<file path="config.mk">
export PLATFORM = sky130hd
export DESIGN_NAME = sd_cmd_line_engine_flat
export DESIGN_NICKNAME = d
export VERILOG_FILES = /design/src/design/sdcl_pkg.sv /design/src/design/sdcl_in_if.sv /design/src/design/sdcl_out_if.sv /design/src/design/sdcl_cfg_if.sv /design/src/design/sd_cmd_line_engine.sv /design/src/flat_wrapper.sv
export SDC_FILE = /design/constraint.sdc
export NUM_CORES = 1
export LEC_CHECK = 0
export ABC_AREA = 1
export BUFFER_PORTS_ARGS = -buffer_cell sky130_fd_sc_hd__buf_2
export CORE_MARGIN = 2
export CORE_UTILIZATION = 63
export DETAILED_ROUTE_END_ITERATION = 16
export PLACE_DENSITY = 0.85
export SYNTH_ARGS = -nofsm -noshare
export SYNTH_HDL_FRONTEND = slang
export SYNTH_SLANG_ARGS = --single-unit
</file>
<file path="constraint.sdc">
create_clock -name clk -period 7.3 [get_ports clk]
set_input_delay 2.19 -clock clk [delete_from_list [all_inputs] [get_ports clk]]
set_output_delay 2.19 -clock clk [all_outputs]
set_load 0.02 [all_outputs]
</file>
<file path="src/design/sdcl_pkg.sv">
package sdcl_pkg;

  localparam int FRAME_BITS = 48;
  localparam int CFG_IDX_W  = 2;
  localparam int CFG_DATA_W = 20;
  localparam int TIMEOUT_W  = 20;
  localparam int TRAILER_W  = 8;
  localparam int COUNT_W    = 8;

  localparam logic [CFG_IDX_W-1:0] CFG_BUSY_TIMEOUT   = 2'd0;
  localparam logic [CFG_IDX_W-1:0] CFG_TRAILER_CLOCKS = 2'd1;

  localparam logic [TIMEOUT_W-1:0] BUSY_TIMEOUT_RST   = 20'd500000;
  localparam logic [TRAILER_W-1:0] TRAILER_CLOCKS_RST = 8'd16;

  localparam logic [COUNT_W-1:0] SEND_LAST_BIT  = COUNT_W'(FRAME_BITS - 1);
  localparam logic [COUNT_W-1:0] CRC_LAST_BIT   = COUNT_W'(FRAME_BITS - 9);
  localparam logic [COUNT_W-1:0] RESP_SHORT_BITS = COUNT_W'(6 * 8 - 1);
  localparam logic [COUNT_W-1:0] RESP_LONG_BITS  = COUNT_W'(17 * 8 - 1);

  localparam logic [1:0] CMD_PREFIX = 2'b01;
  localparam logic [6:0] CRC7_POLY  = 7'h09;

  typedef enum logic [2:0] {
    PH_IDLE  = 3'd0,
    PH_READY = 3'd1,
    PH_SEND  = 3'd2,
    PH_START = 3'd3,
    PH_RECV  = 3'd4,
    PH_TRAIL = 3'd5
  } phase_t;

  typedef struct packed {
    logic        mode;
    logic [5:0]  cmd_index;
    logic [31:0] argument;
    logic        long_response;
    logic        cmd_in;
  } in_word_t;

  typedef struct packed {
    logic       cmd_out;
    logic       byte_valid;
    logic [7:0] resp_byte;
    logic       last_byte;
    logic       timeout;
    logic       busy_res;
  } out_word_t;

  function automatic logic [6:0] crc7_step(input logic [6:0] crc, input logic b);
    logic fb;
    fb = crc[6] ^ b;
    return {crc[5:0], 1'b0} ^ (fb ? CRC7_POLY : 7'h00);
  endfunction

endpackage

</file>
<file path="src/design/sdcl_in_if.sv">
interface sdcl_in_if;
  logic        valid;
  logic        ready;
  logic        mode;
  logic [5:0]  cmd_index;
  logic [31:0] argument;
  logic        long_response;
  logic        cmd_in;

  modport source (output valid, mode, cmd_index, argument, long_response, cmd_in,
                  input ready);
  modport sink (input valid, mode, cmd_index, argument, long_response, cmd_in,
                output ready);
endinterface

</file>
<file path="src/design/sdcl_out_if.sv">
interface sdcl_out_if;
  logic       valid;
  logic       ready;
  logic       cmd_out;
  logic       byte_valid;
  logic [7:0] resp_byte;
  logic       last_byte;
  logic       timeout;
  logic       busy_res;

  modport source (output valid, cmd_out, byte_valid, resp_byte, last_byte, timeout,
                  busy_res, input ready);
  modport sink (input valid, cmd_out, byte_valid, resp_byte, last_byte, timeout,
                busy_res, output ready);
endinterface

</file>
<file path="src/design/sdcl_cfg_if.sv">
interface sdcl_cfg_if;
  logic                             valid;
  logic                             ready;
  logic [sdcl_pkg::CFG_IDX_W-1:0]  index;
  logic [sdcl_pkg::CFG_DATA_W-1:0] data;

  modport source (output valid, index, data, input ready);
  modport sink (input valid, index, data, output ready);
endinterface

</file>
<file path="src/design/sd_cmd_line_engine.sv">
// sd_cmd_line_engine: cmd-line engine of an sd host, one word per sd clock tick.
// in_ch carries words: mode 0 issues a command (index, argument, response length),
// mode 1 is one sd clock tick with the sampled cmd line level in cmd_in.
// out_ch returns exactly one word per input word: the level to drive on cmd,
// a completed response byte with its last flag, a timeout flag and a busy flag.
// cfg_ch writes busy_timeout (index 0) and trailer_clocks (index 1); always ready.
// it is to be written only while the engine is idle; the block itself does not enforce this.
// a word is registered in the input register on acceptance and is processed when it
// advances, which also writes its result into the output register.
// throughput: one word per cycle unless out_ch stalls; the per-tick state update is a
// single pass of short logic between the input register and the output register.
// crc7 of the frame is built one bit per tick while the frame is being sent.
// reset (rst_n low, synchronous) empties both registers, sets the engine idle
// and restores busy_timeout 500000 and trailer_clocks 16.
// when out_ch stalls the output register holds its word, the input register
// still takes one more word, and in_ch.ready drops until out_ch drains.
module sd_cmd_line_engine (
  input  logic       clk,
  input  logic       rst_n,
  sdcl_in_if.sink    in_ch,
  sdcl_out_if.source out_ch,
  sdcl_cfg_if.sink   cfg_ch
);

  logic [sdcl_pkg::TIMEOUT_W-1:0] busy_timeout_r;
  logic [sdcl_pkg::TRAILER_W-1:0] trailer_clocks_r;

  logic                in_valid_r;
  sdcl_pkg::in_word_t  in_r;
  logic                out_valid_r;
  sdcl_pkg::out_word_t out_r;
  logic                advance;
  sdcl_pkg::out_word_t res;

  sdcl_pkg::phase_t phase_r, phase_nxt;
  logic [sdcl_pkg::FRAME_BITS-1:0] frame_r, frame_nxt;
  logic [6:0]                       crc_r, crc_nxt;
  logic [sdcl_pkg::COUNT_W-1:0]    bit_count_r, bit_count_nxt;
  logic [sdcl_pkg::TIMEOUT_W-1:0]  wait_count_r, wait_count_nxt;
  logic [7:0]                       byte_accum_r, byte_accum_nxt;
  logic                             long_flag_r, long_flag_nxt;
  logic [sdcl_pkg::TRAILER_W-1:0]  trailer_count_r, trailer_count_nxt;

  logic                          wait_expired;
  logic [sdcl_pkg::COUNT_W-1:0] bc_dec;
  logic [7:0]                    acc_shift;
  logic [6:0]                    crc_step;

  // handshakes
  assign advance      = in_valid_r && (!out_valid_r || out_ch.ready);
  assign in_ch.ready  = !in_valid_r || advance;
  assign cfg_ch.ready = 1'b1;

  assign out_ch.valid      = out_valid_r;
  assign out_ch.cmd_out    = out_r.cmd_out;
  assign out_ch.byte_valid = out_r.byte_valid;
  assign out_ch.resp_byte  = out_r.resp_byte;
  assign out_ch.last_byte  = out_r.last_byte;
  assign out_ch.timeout    = out_r.timeout;
  assign out_ch.busy_res   = out_r.busy_res;

  // shared conditions
  assign wait_expired = (wait_count_r <= sdcl_pkg::TIMEOUT_W'(1));
  assign bc_dec       = (bit_count_r != '0) ? bit_count_r - sdcl_pkg::COUNT_W'(1)
                                            : bit_count_r;
  assign acc_shift    = {byte_accum_r[6:0], in_r.cmd_in};
  assign crc_step     = sdcl_pkg::crc7_step(crc_r, frame_r[sdcl_pkg::FRAME_BITS-1]);

  // next phase
  always_comb begin
    phase_nxt = phase_r;
    if (advance) begin
      if (!in_r.mode) begin
        if (phase_r == sdcl_pkg::PH_IDLE) begin
          phase_nxt = sdcl_pkg::PH_READY;
        end
      end else begin
        case (phase_r)
          sdcl_pkg::PH_IDLE: begin
            phase_nxt = sdcl_pkg::PH_IDLE;
          end
          sdcl_pkg::PH_READY: begin
            if (in_r.cmd_in) begin
              phase_nxt = sdcl_pkg::PH_SEND;
            end else if (wait_expired) begin
              phase_nxt = sdcl_pkg::PH_IDLE;
            end
          end
          sdcl_pkg::PH_SEND: begin
            if (bit_count_r == sdcl_pkg::SEND_LAST_BIT) begin
              phase_nxt = sdcl_pkg::PH_START;
            end
          end
          sdcl_pkg::PH_START: begin
            if (!in_r.cmd_in) begin
              phase_nxt = sdcl_pkg::PH_RECV;
            end else if (wait_expired) begin
              phase_nxt = sdcl_pkg::PH_IDLE;
            end
          end
          sdcl_pkg::PH_RECV: begin
            if (bc_dec == '0) begin
              phase_nxt = (trailer_clocks_r == '0) ? sdcl_pkg::PH_IDLE
                                                   : sdcl_pkg::PH_TRAIL;
            end
          end
          sdcl_pkg::PH_TRAIL: begin
            if (trailer_count_r <= sdcl_pkg::TRAILER_W'(1)) begin
              phase_nxt = sdcl_pkg::PH_IDLE;
            end
          end
          default: begin
            phase_nxt = sdcl_pkg::PH_IDLE;
          end
        endcase
      end
    end
  end

  // datapath and result word
  always_comb begin
    frame_nxt         = frame_r;
    crc_nxt           = crc_r;
    bit_count_nxt     = bit_count_r;
    wait_count_nxt    = wait_count_r;
    byte_accum_nxt    = byte_accum_r;
    long_flag_nxt     = long_flag_r;
    trailer_count_nxt = trailer_count_r;
    res               = '0;
    res.cmd_out       = 1'b1;
    if (advance) begin
      if (!in_r.mode) begin
        if (phase_r == sdcl_pkg::PH_IDLE) begin
          frame_nxt      = {sdcl_pkg::CMD_PREFIX, in_r.cmd_index, in_r.argument, 8'h00};
          crc_nxt        = '0;
          long_flag_nxt  = in_r.long_response;
          bit_count_nxt  = '0;
          byte_accum_nxt = '0;
          wait_count_nxt = busy_timeout_r;
        end else begin
          res.busy_res = 1'b1;
        end
      end else begin
        case (phase_r)
          sdcl_pkg::PH_READY, sdcl_pkg::PH_START: begin
            if ((phase_r == sdcl_pkg::PH_READY) == in_r.cmd_in) begin
              if (phase_r == sdcl_pkg::PH_READY) begin
                bit_count_nxt = '0;
              end else begin
                byte_accum_nxt = '0;
                bit_count_nxt  = long_flag_r ? sdcl_pkg::RESP_LONG_BITS
                                             : sdcl_pkg::RESP_SHORT_BITS;
              end
            end else if (wait_expired) begin
              wait_count_nxt = '0;
              res.timeout    = 1'b1;
            end else begin
              wait_count_nxt = wait_count_r - sdcl_pkg::TIMEOUT_W'(1);
            end
          end
          sdcl_pkg::PH_SEND: begin
            res.cmd_out   = frame_r[sdcl_pkg::FRAME_BITS-1];
            bit_count_nxt = bit_count_r + sdcl_pkg::COUNT_W'(1);
            if (bit_count_r < sdcl_pkg::CRC_LAST_BIT) begin
              crc_nxt   = crc_step;
              frame_nxt = {frame_r[sdcl_pkg::FRAME_BITS-2:0], 1'b0};
            end else if (bit_count_r == sdcl_pkg::CRC_LAST_BIT) begin
              crc_nxt   = crc_step;
              frame_nxt = {crc_step, 1'b1, (sdcl_pkg::FRAME_BITS-8)'(0)};
            end else begin
              frame_nxt = {frame_r[sdcl_pkg::FRAME_BITS-2:0], 1'b0};
            end
            if (bit_count_r == sdcl_pkg::SEND_LAST_BIT) begin
              wait_count_nxt = busy_timeout_r;
            end
          end
          sdcl_pkg::PH_RECV: begin
            bit_count_nxt  = bc_dec;
            byte_accum_nxt = acc_shift;
            if (bc_dec[2:0] == 3'd0) begin
              res.byte_valid = 1'b1;
              res.resp_byte  = acc_shift;
              res.last_byte  = (bc_dec == '0);
              byte_accum_nxt = '0;
            end
            if (bc_dec == '0) begin
              trailer_count_nxt = trailer_clocks_r;
            end
          end
          sdcl_pkg::PH_TRAIL: begin
            if (trailer_count_r != '0) begin
              trailer_count_nxt = trailer_count_r - sdcl_pkg::TRAILER_W'(1);
            end
          end
          default: begin
            res.cmd_out = 1'b1;
          end
        endcase
      end
    end
  end

  // control registers
  always_ff @(posedge clk) begin
    if (!rst_n) begin
      in_valid_r       <= 1'b0;
      out_valid_r      <= 1'b0;
      phase_r          <= sdcl_pkg::PH_IDLE;
      busy_timeout_r   <= sdcl_pkg::BUSY_TIMEOUT_RST;
      trailer_clocks_r <= sdcl_pkg::TRAILER_CLOCKS_RST;
    end else begin
      phase_r <= phase_nxt;
      if (in_ch.valid && in_ch.ready) begin
        in_valid_r <= 1'b1;
      end else if (advance) begin
        in_valid_r <= 1'b0;
      end
      if (advance) begin
        out_valid_r <= 1'b1;
      end else if (out_ch.ready) begin
        out_valid_r <= 1'b0;
      end
      if (cfg_ch.valid) begin
        case (cfg_ch.index)
          sdcl_pkg::CFG_BUSY_TIMEOUT: begin
            busy_timeout_r <= cfg_ch.data[sdcl_pkg::TIMEOUT_W-1:0];
          end
          sdcl_pkg::CFG_TRAILER_CLOCKS: begin
            trailer_clocks_r <= cfg_ch.data[sdcl_pkg::TRAILER_W-1:0];
          end
          default: begin
            trailer_clocks_r <= trailer_clocks_r;
          end
        endcase
      end
    end
  end

  // payload registers
  always_ff @(posedge clk) begin
    if (in_ch.valid && in_ch.ready) begin
      in_r.mode          <= in_ch.mode;
      in_r.cmd_index     <= in_ch.cmd_index;
      in_r.argument      <= in_ch.argument;
      in_r.long_response <= in_ch.long_response;
      in_r.cmd_in        <= in_ch.cmd_in;
    end
    if (advance) begin
      out_r <= res;
    end
    frame_r         <= frame_nxt;
    crc_r           <= crc_nxt;
    bit_count_r     <= bit_count_nxt;
    wait_count_r    <= wait_count_nxt;
    byte_accum_r    <= byte_accum_nxt;
    long_flag_r     <= long_flag_nxt;
    trailer_count_r <= trailer_count_nxt;
  end

  a_issue_starts: assert property (@(posedge clk) disable iff (!rst_n)
    advance && !in_r.mode && phase_r == sdcl_pkg::PH_IDLE
    |=> phase_r == sdcl_pkg::PH_READY)
    else $error("issue from idle did not start the ready wait");

  a_frame_end: assert property (@(posedge clk) disable iff (!rst_n)
    advance && in_r.mode && phase_r == sdcl_pkg::PH_SEND
    && bit_count_r == sdcl_pkg::SEND_LAST_BIT
    |=> phase_r == sdcl_pkg::PH_START)
    else $error("frame end did not move to start bit wait");

  a_recv_count: assert property (@(posedge clk) disable iff (!rst_n)
    phase_r == sdcl_pkg::PH_RECV |-> bit_count_r != '0)
    else $error("receive phase with an empty bit count");

  a_last_byte_ends: assert property (@(posedge clk) disable iff (!rst_n)
    advance && res.last_byte
    |=> phase_r == sdcl_pkg::PH_TRAIL || phase_r == sdcl_pkg::PH_IDLE)
    else $error("last response byte did not end the receive phase");

endmodule
</file>
<file path="src/flat_wrapper.sv">
// flat-port wrapper written by rule: the top's interface ports become plain ports
module sd_cmd_line_engine_flat 
  (clk, rst_n, in_ch_valid, in_ch_mode, in_ch_cmd_index, in_ch_argument, in_ch_long_response, in_ch_cmd_in, in_ch_ready, out_ch_valid, out_ch_cmd_out, out_ch_byte_valid, out_ch_resp_byte, out_ch_last_byte, out_ch_timeout, out_ch_busy_res, out_ch_ready, cfg_ch_valid, cfg_ch_index, cfg_ch_data, cfg_ch_ready);
  sdcl_in_if in_ch_i ();
  sdcl_out_if out_ch_i ();
  sdcl_cfg_if cfg_ch_i ();
  input  logic clk;
  input  logic rst_n;
  input wire logic [$bits(in_ch_i.valid)-1:0] in_ch_valid;
  input wire logic [$bits(in_ch_i.mode)-1:0] in_ch_mode;
  input wire logic [$bits(in_ch_i.cmd_index)-1:0] in_ch_cmd_index;
  input wire logic [$bits(in_ch_i.argument)-1:0] in_ch_argument;
  input wire logic [$bits(in_ch_i.long_response)-1:0] in_ch_long_response;
  input wire logic [$bits(in_ch_i.cmd_in)-1:0] in_ch_cmd_in;
  output wire logic [$bits(in_ch_i.ready)-1:0] in_ch_ready;
  output wire logic [$bits(out_ch_i.valid)-1:0] out_ch_valid;
  output wire logic [$bits(out_ch_i.cmd_out)-1:0] out_ch_cmd_out;
  output wire logic [$bits(out_ch_i.byte_valid)-1:0] out_ch_byte_valid;
  output wire logic [$bits(out_ch_i.resp_byte)-1:0] out_ch_resp_byte;
  output wire logic [$bits(out_ch_i.last_byte)-1:0] out_ch_last_byte;
  output wire logic [$bits(out_ch_i.timeout)-1:0] out_ch_timeout;
  output wire logic [$bits(out_ch_i.busy_res)-1:0] out_ch_busy_res;
  input wire logic [$bits(out_ch_i.ready)-1:0] out_ch_ready;
  input wire logic [$bits(cfg_ch_i.valid)-1:0] cfg_ch_valid;
  input wire logic [$bits(cfg_ch_i.index)-1:0] cfg_ch_index;
  input wire logic [$bits(cfg_ch_i.data)-1:0] cfg_ch_data;
  output wire logic [$bits(cfg_ch_i.ready)-1:0] cfg_ch_ready;
  assign in_ch_i.valid = in_ch_valid;
  assign in_ch_i.mode = in_ch_mode;
  assign in_ch_i.cmd_index = in_ch_cmd_index;
  assign in_ch_i.argument = in_ch_argument;
  assign in_ch_i.long_response = in_ch_long_response;
  assign in_ch_i.cmd_in = in_ch_cmd_in;
  assign in_ch_ready = in_ch_i.ready;
  assign out_ch_valid = out_ch_i.valid;
  assign out_ch_cmd_out = out_ch_i.cmd_out;
  assign out_ch_byte_valid = out_ch_i.byte_valid;
  assign out_ch_resp_byte = out_ch_i.resp_byte;
  assign out_ch_last_byte = out_ch_i.last_byte;
  assign out_ch_timeout = out_ch_i.timeout;
  assign out_ch_busy_res = out_ch_i.busy_res;
  assign out_ch_i.ready = out_ch_ready;
  assign cfg_ch_i.valid = cfg_ch_valid;
  assign cfg_ch_i.index = cfg_ch_index;
  assign cfg_ch_i.data = cfg_ch_data;
  assign cfg_ch_ready = cfg_ch_i.ready;
  sd_cmd_line_engine u_core (.clk(clk), .rst_n(rst_n), .in_ch(in_ch_i), .out_ch(out_ch_i), .cfg_ch(cfg_ch_i));
endmodule
</file>
==> summary.md, run 1 <==
| Metric | Value |
|---|---|
| Post-Synthesis Cells | `749` |
| Routed Antenna Nets | `0` |
| Number of library cell types mapped by synthesis | `46` |
| Final core occ | `0.7275` |
| Most frequent cells in the layout | `145 x sky130_fd_sc_hd__edfxtp_1, 107 x sky130_fd_sc_hd__nand2_1, 106 x sky130_fd_sc_hd__nor2_1, 82 x sky130_fd_sc_hd__buf_2, 71 x sky130_fd_sc_hd__o21ai_0` |
| Number of design-rule violations left by the first detailed-router iteration | `672` |
| Vias after detailed routing | `between 5000 and 6000` |
| Vias in the first global route | `5588` |
| Placement Rows | `41` |
| Number of warnings printed during yosys synthesis | `0` |
| FF+latch count, synth | `approximately 180` |
| CP max stage delay | `180 ps` |
| Setup Buffers After CTS | `0` |
| Slew HR | `0.1644` |
| Fraction of layout cells with a size suffix above 1 | `0.1886` |
| CTS tree | `done` |
| Master of the slowest instance on the critical path | `sky130_fd_sc_hd__buf_2` |
| Worst Slack Setup Final | `2494 ps` |
| Clock sink count | `~180` |
| Most used DFF post-synth | `sky130_fd_sc_hd__edfxtp_1` |
| PortBufs | `82` |
| Critical path start-end classification | `input pin to primary output` |
| Critical Path RT | `5110 ps` |
| Global-route usage over all layers | `0.2601` |
| Post-CTS Resized | `0` |
| Critical Path End Type | `primary output` |
| Final Setup Violations | `0` |
| Static power due to leakage | `between 3 and 4 nW` |
| Number of search-and-repair iterations in the first detailed-routing pass | `6` |
| Number of buffers created by CTS | `17` |
| Wire length reported by the detailed router | `16530 microns` |
| Number of antenna violations at the first check in global routing | `0` |
| Clock network latency to the later pin of the worst-skew pair | `440 ps` |
| Number of placed cells counting well taps | `983` |
| Avg Vias per Cell | `between 5 and 6` |
| Worst-case clock skew | `approximately 11 ps` |
| Count of placed standard cells in the final layout, fillers left out | `1015` |
| Antenna Cells | `0` |
| Die outline area | `13520 sq um` |
| Final layout net count | `905` |
| Routed length per placed instance | `16.28 microns` |
| Max Clk Rate | `approximately 210 MHz` |
| RSZ-0062 raised after global routing | `false` |
| Maximum clock path buffer count | `2` |
| Number of hold buffers added after cts | `0` |
| Synthesized area per cell | `around 11 sq um` |
| Die height | `116.3 microns` |
| Yosys top cell area share | `0.5482` |
| Global-route wire length before repair | `26770 microns` |
| Number of hold-slack violations in the final timing report | `0` |
| WP data arrival | `2620 ps` |
| Max Cap Violations | `0` |
| Number of nets in the synthesized netlist | `824` |
| Worst supply voltage drop on vdd | `0.0002242 V` |
| Dominant cell type by area after synthesis | `sky130_fd_sc_hd__edfxtp_1` |
| Share of the cycle needed by the critical path after routing | `0.6583` |
| Worst Hold Class | `register to register` |
| Die width | `approximately 120 microns` |
| Clock Root Buffer | `sky130_fd_sc_hd__clkbuf_16` |
| Largest net degree at the start of global routing | `between 60 and 70` |
| Setup crit start kind | `input pin` |
| Std-Cell Core Area | `around 12000 sq um` |
| Clock-pin slew of the registers on the worst-case setup and hold paths | `70 ps` |
| GPL Wtd Cong | `0.8899` |
| Result of the run | `complete, no violations` |
| EDFF count, synth | `roughly 150` |
| Slew at the pin closest to its max-slew limit | `1246 ps` |
| Fraction of registers with async set/reset | `0` |
| Layout area overhead | `14.18%` |
| Part of the Yosys area used for sequential elements | `0.6314` |
| Main area contributors after synthesis | `sky130_fd_sc_hd__edfxtp_1 55%, sky130_fd_sc_hd__dfxtp_1 8.3%, sky130_fd_sc_hd__nand2_1 5.1%` |
| Final slew viol count | `0` |
| I/O pin count | `84` |
| Half-perimeter wire length of the detailed placement result | `11010 microns` |
| Crit path max fanout | `3` |
| Power Density | `250.3 nW/um^2` |
| DRC Markers | `0` |
| Shortest period the worst path allows | `4806 ps` |
| Number of H-tree branching levels | `4` |
| Critical path cell sequence | `buf_2, inv_1, nand3_1, buf_2` |
| Commonest non-fill, non-tap cell in the layout | `sky130_fd_sc_hd__edfxtp_1` |
| Total negative slack | `0 ps` |
| Mapped cell area | `7943 sq um` |
| Initial core utilization | `0.6372` |
| Overall overflow remaining after global route | `0` |
| Setup WS pre-CTS | `2489 ps` |
| CP most frequent cell | `sky130_fd_sc_hd__buf_2` |
-- synth_stat cells, drive strengths merged, types with 13 or more instances --
library cell	instances
edfxtp	145
nor2	117
nand2	114
inv	76
o21ai	76
nand3	35
dfxtp	33
a22o	31
nor3	15
xor2	15
clkbuf	14
nand4	13
-- state kept, by name (all words and copies together) (netlist names) --
signal,cells
u_core.in_valid_r,1
u_core.wait_count_r,20
u_core.out_ch.valid,1
u_core.out_ch.cmd_out,1
u_core.in_r,40
u_core.trailer_count_r,8
u_core.out_ch.byte_valid,1
u_core.long_flag_r,1
u_core.out_ch.resp_byte,8
u_core.bit_count_r,8
u_core.out_ch.busy_res,1
u_core.trailer_clocks_r,8
u_core.busy_timeout_r,20
u_core.out_ch.last_byte,1
u_core.frame_r,40
u_core.acc_shift,1
u_core.byte_accum_r,7
u_core.crc_r,7
u_core.out_ch.timeout,1
u_core.phase_r,3
-- final timing paths --
kind	from	to	slack, ps	cells after the start
worst min-delay path	u_core.in_r[1]	u_core.long_flag_r	430	0
worst max register to register	u_core.phase_r[1]	u_core.crc_r[2]	3890	5
worst max-delay path	out_ch_ready	in_ch_ready	2490	4
worst min register to register	u_core.in_r[1]	u_core.long_flag_r	430	0
-- kinds of logic after synthesis --
logic type	count (synthesis)	share of synthesized area
XOR/XNOR	22	0.02426
buffers and inverters	100	0.05025
AND/OR/NAND/NOR	298	0.1714
adder cells (fa/ha/maj)	7	0.01103
flip-flops	178	0.6314
AO/OA/AOI/OAI	143	0.1112
other	1	0.0004721
-- layer usage --
metal / up-vias / part of all wire / GRT usage
met5: - / 0 / 0
met4: 0 / 0.029 / 0.1143
met3: 45 / 0.074 / 0.06539
met2: 287 / 0.48 / 0.4112
met1: 2751 / 0.42 / 0.3448
li1: 2771 / - / -
-- area by class of cell --
| type | count | area [sq um] |
|---|---|---|
| well taps | 172 | 215.2 |
| multi-input cells | 471 | 2542 |
| flip-flops and latches | 178 | 5015 |
| repair buffers | 85 | 432.9 |
| clock buffers | 18 | 439.2 |
| fillers | 811 | 3397 |
| clock inverters | 14 | 132.6 |
| inverters | 77 | 291.5 |
-- per-stage QoR --
stage	total power, mW	instance area [sq um]	hold WS (ps)
after floorplan	1.333	7943	400.3
after global placement	1.385	8497	400.9
after detailed placement	1.398	8497	416.8
after CTS	2.272	9069	433.5
after global routing	2.342	9069	434.9
final	2.270	9069	427.7
-- worst max-delay path: cells and delay by family --
| kind | cells | cell delay [ps] |
|---|---|---|
| and+or+nand+nor | 1 | 100 |
| buffers and inverters | 3 | 320 |
-- power breakdown --
part | leakage (nW) | switching [mW] | internal (mW)
combinational | 1.69 | 0.127 | 0.0664
clock | 0.283 | 0.425 | 0.463
sequential | 1.63 | 0.0304 | 1.16
Note: power is estimated with default switching activity, not from simulation.
==> inputs of run 2 (changes only) <==
--- a/config.mk
+++ b/config.mk
@@ -8,9 +8,9 @@
 export ABC_AREA = 1
 export BUFFER_PORTS_ARGS = -buffer_cell sky130_fd_sc_hd__buf_2
 export CORE_MARGIN = 2
-export CORE_UTILIZATION = 63
+export CORE_UTILIZATION = 59
 export DETAILED_ROUTE_END_ITERATION = 16
-export PLACE_DENSITY = 0.85
+export PLACE_DENSITY = 0.8
 export SYNTH_ARGS = -nofsm -noshare
 export SYNTH_HDL_FRONTEND = slang
 export SYNTH_SLANG_ARGS = --single-unit
==> constraint.sdc (replaced) <==
create_clock -name clk -period 4.86 [get_ports clk]
set_input_delay 1.458 -clock clk [delete_from_list [all_inputs] [get_ports clk]]
set_output_delay 1.458 -clock clk [all_outputs]
set_load 0.02 [all_outputs]
==> run 2 against run 1 <==
Against the previous run:
- power rose by 52%
- highest routed layer unchanged
- critical endpoint unchanged
- largest power group unchanged
- via count shrank 3.1%
- global-route usage fell by 2.5 points
- worst setup slack worse by 1000 ps
==> summary.md, run 2 (same netlist as run 1, synthesis figures left out) <==
| Metric | Value |
|---|---|
| CP max stage delay | `180 ps (about the same)` |
| Instance count on the critical path | `4 (unchanged)` |
| Number of hold buffers added after cts | `0 (unchanged)` |
| Number of design-rule violations left by the first detailed-router iteration | `542 (-19%)` |
| Most frequent cells in the layout | `145 x sky130_fd_sc_hd__edfxtp_1, 107 x sky130_fd_sc_hd__nand2_1, 106 x sky130_fd_sc_hd__nor2_1, 82 x sky130_fd_sc_hd__buf_2, 71 x sky130_fd_sc_hd__o21ai_0` |
| Max Clk Rate | `294.8 MHz` |
| Setup crit start kind | `input pin` |
| Final layout net count | `908 (+0.33%)` |
| Number of hold-slack violations in the final timing report | `0 (unchanged)` |
| Clock Root Buffer | `sky130_fd_sc_hd__clkbuf_16` |
| Overall overflow remaining after global route | `0 (unchanged)` |
| Critical path cell sequence | `buf_2, inv_1, nand3_1, buf_2` |
| Number of antenna violations at the first check in global routing | `0 (unchanged)` |
| Multi-input combinational cell area | `2542 sq um (unchanged)` |
| Count of fill cells added during filler insertion | `936 (+15%)` |
| Die width | `120.0 microns (+3.2%)` |
| Cells on worst reg2reg path | `4 (-1)` |
| GPL Wtd Cong | `0.9200 (+3.4%)` |
| Number of search-and-repair iterations in the first detailed-routing pass | `6 (unchanged)` |
| Final Setup Violations | `0 (unchanged)` |
| Final slew viol count | `0 (unchanged)` |
| Initial core utilization | `0.6022 (-0.03499)` |
| Setup slack, reg-to-reg | `1900 ps (-1990 ps)` |
| Routed length per placed instance | `15.39 microns (-5.5%)` |
| Critical path startpoint | `out_ch_ready` |
| Number of buffers created by CTS | `17 (unchanged)` |
| Static power due to leakage | `3.622 nW (+0.61%)` |
| Slew at the pin closest to its max-slew limit | `864.9 ps (-381.0 ps)` |
| PortBufs | `82 (unchanged)` |
| Global-route usage over all layers | `0.2355 (-0.02459)` |
| Clock-pin slew of the registers on the worst-case setup and hold paths | `70 ps (about the same)` |
| Maximum clock path buffer count | `2 (unchanged)` |
| WP data arrival | `1930 ps (-690 ps)` |
| Area occupied by registers | `5015 sq um (unchanged)` |
| Largest net degree at the start of global routing | `42 (-37%)` |
| Critical path start-end classification | `input pin to primary output` |
| Post-CTS Resized | `0 (unchanged)` |
| Routed Antenna Nets | `0 (unchanged)` |
| Die height | `120.0 microns (+3.2%)` |
| Half-perimeter wire length of the detailed placement result | `10560 microns (-4.1%)` |
| Critical Path RT | `3400 ps (-1710 ps)` |
| Number of H-tree branching levels | `4 (unchanged)` |
| Die outline area | `14410 sq um (+6.5%)` |
| Max Cap Violations | `0 (unchanged)` |
| RSZ-0062 raised after global routing | `false` |
| Fraction of layout cells with a size suffix above 1 | `0.1905 (+0.001920)` |
| Vias after detailed routing | `5673 (-3.1%)` |
| Power Density | `377.7 nW/um^2 (+51%)` |
| Placement Rows | `42 (+2.4%)` |
| Result of the run | `complete, no violations` |
| Crit path max fanout | `3 (unchanged)` |
| Avg Vias per Cell | `5.556 (-3.7%)` |
| Total power after layout | `3.443 mW (+52%)` |
| Setup Buffers After CTS | `0 (unchanged)` |
| CP bufs+invs | `3 (unchanged)` |
| Master of the slowest instance on the critical path | `sky130_fd_sc_hd__buf_2` |
| Largest registers ranked by flip-flop count | `u_core.frame_r (40), u_core.in_r (40)` |
| Worst supply voltage drop on vdd | `0.0002768 V (+23%)` |
| Layout area overhead | `14.76%` |
| Count of cells along the worst hold path | `0 (unchanged)` |
| Std-Cell Core Area | `13190 sq um (+5.8%)` |
| Wire length reported by the detailed router | `15710 microns (-4.9%)` |
| Reg-to-reg startpoint | `u_core.in_r[40]` |
| Capture instance of the worst register-to-register path | `u_core.crc_r[3]` |
| Commonest non-fill, non-tap cell in the layout | `sky130_fd_sc_hd__edfxtp_1` |
| Total negative slack | `0 ps (unchanged)` |
| Clock network latency to the later pin of the worst-skew pair | `440 ps (about the same)` |
| Worst Slack Setup Final | `1468 ps (-1026 ps)` |
| I/O pin count | `84 (unchanged)` |
| Critical path destination | `in_ch_ready` |
| Worst Hold Class | `register to register` |
| Vias in the first global route | `5688 (+1.8%)` |
| Setup WS pre-CTS | `1493 ps (-995.7 ps)` |
| Clock sink count | `178 (unchanged)` |
| Worst-case clock skew | `11.04 ps (+0.3936 ps)` |
| Critical Path End Type | `primary output` |
| DRC Markers | `0 (unchanged)` |
| Global-route wire length before repair | `26610 microns (-0.59%)` |
| Cell class contributing the biggest share of worst-path delay | `buffers and inverters` |
| Slew HR | `0.4220 (+0.2576)` |
| Antenna Cells | `0 (unchanged)` |
| CTS tree | `done` |
| CP most frequent cell | `sky130_fd_sc_hd__buf_2` |
| Shortest period the worst path allows | `roughly 3400 ps` |
| Share of the cycle needed by the critical path after routing | `0.6979` |
==> run 2: cell count changes in the layout (fill, tap and decap cells not counted), sizes merged <==
| cell | delta |
|---|---|
| buf | +3 |
| bufinv | +2 |
| inv | -2 |
| clkbuf | -1 |
==> run 2: worst min-delay path by stage <==
stage | to | slack, ps | startpoint
floorplan | u_core.long_flag_r | 400 | u_core.in_r[1]
global placement | u_core.long_flag_r | 400 | u_core.in_r[1]
detailed placement | u_core.long_flag_r | 430 | u_core.in_r[1]
CTS | u_core.long_flag_r | 440 | u_core.in_r[1]
global route | u_core.long_flag_r | 450 | u_core.in_r[1]
finish | u_core.long_flag_r | 440 | u_core.in_r[1]
==> run 2: layout make-up <==
cell class	instances	share of cell area
Timing Repair Buffer	88	0.04997
Tap cell	176	0.02416
Clock inverter	14	0.01812
Multi-Input combinational cell	471	0.2789
Sequential cell	178	0.5502
Clock buffer	17	0.04667
Inverter	77	0.03198
==> run 2: worst register-to-register path: stages, from the launching register on <==
cell,delay (ps)
sky130_fd_sc_hd__edfxtp_1,900
sky130_fd_sc_hd__inv_2,450
sky130_fd_sc_hd__nor2_4,790
sky130_fd_sc_hd__inv_1,210
sky130_fd_sc_hd__o21a_1,340
==> run 2: routing by layer <==
metal | share of wire | up-vias | track usage | routed length [microns]
li1 | - | 2774 | - | -
met1 | 0.43 | 2637 | 0.3034 | 6759
met2 | 0.49 | 229 | 0.3853 | 7625
met3 | 0.064 | 33 | 0.05608 | 1003
met4 | 0.021 | 0 | 0.09632 | 323
met5 | 0 | - | 0 | 0
==> run 2: through the flow <==
stage	instance area [sq um]	instances	hold slack (ps)	utilization
global placement	8524	990	400.8	0.6463
floorplan	7943	749	400.3	-
CTS	9115	1021	435.1	0.6910
finish	9115	1021	439.2	0.6910
global route	9115	1021	449.5	0.6910
detailed placement	8524	990	425.3	0.6463
==> run 2: power by group <==
part | switching [mW] | total (mW) | internal [mW]
clock network | 0.600 | 1.37 | 0.771
logic | 0.189 | 0.290 | 0.101
registers | 0.0431 | 1.78 | 1.74
total | 0.832 | 3.44 | 2.61
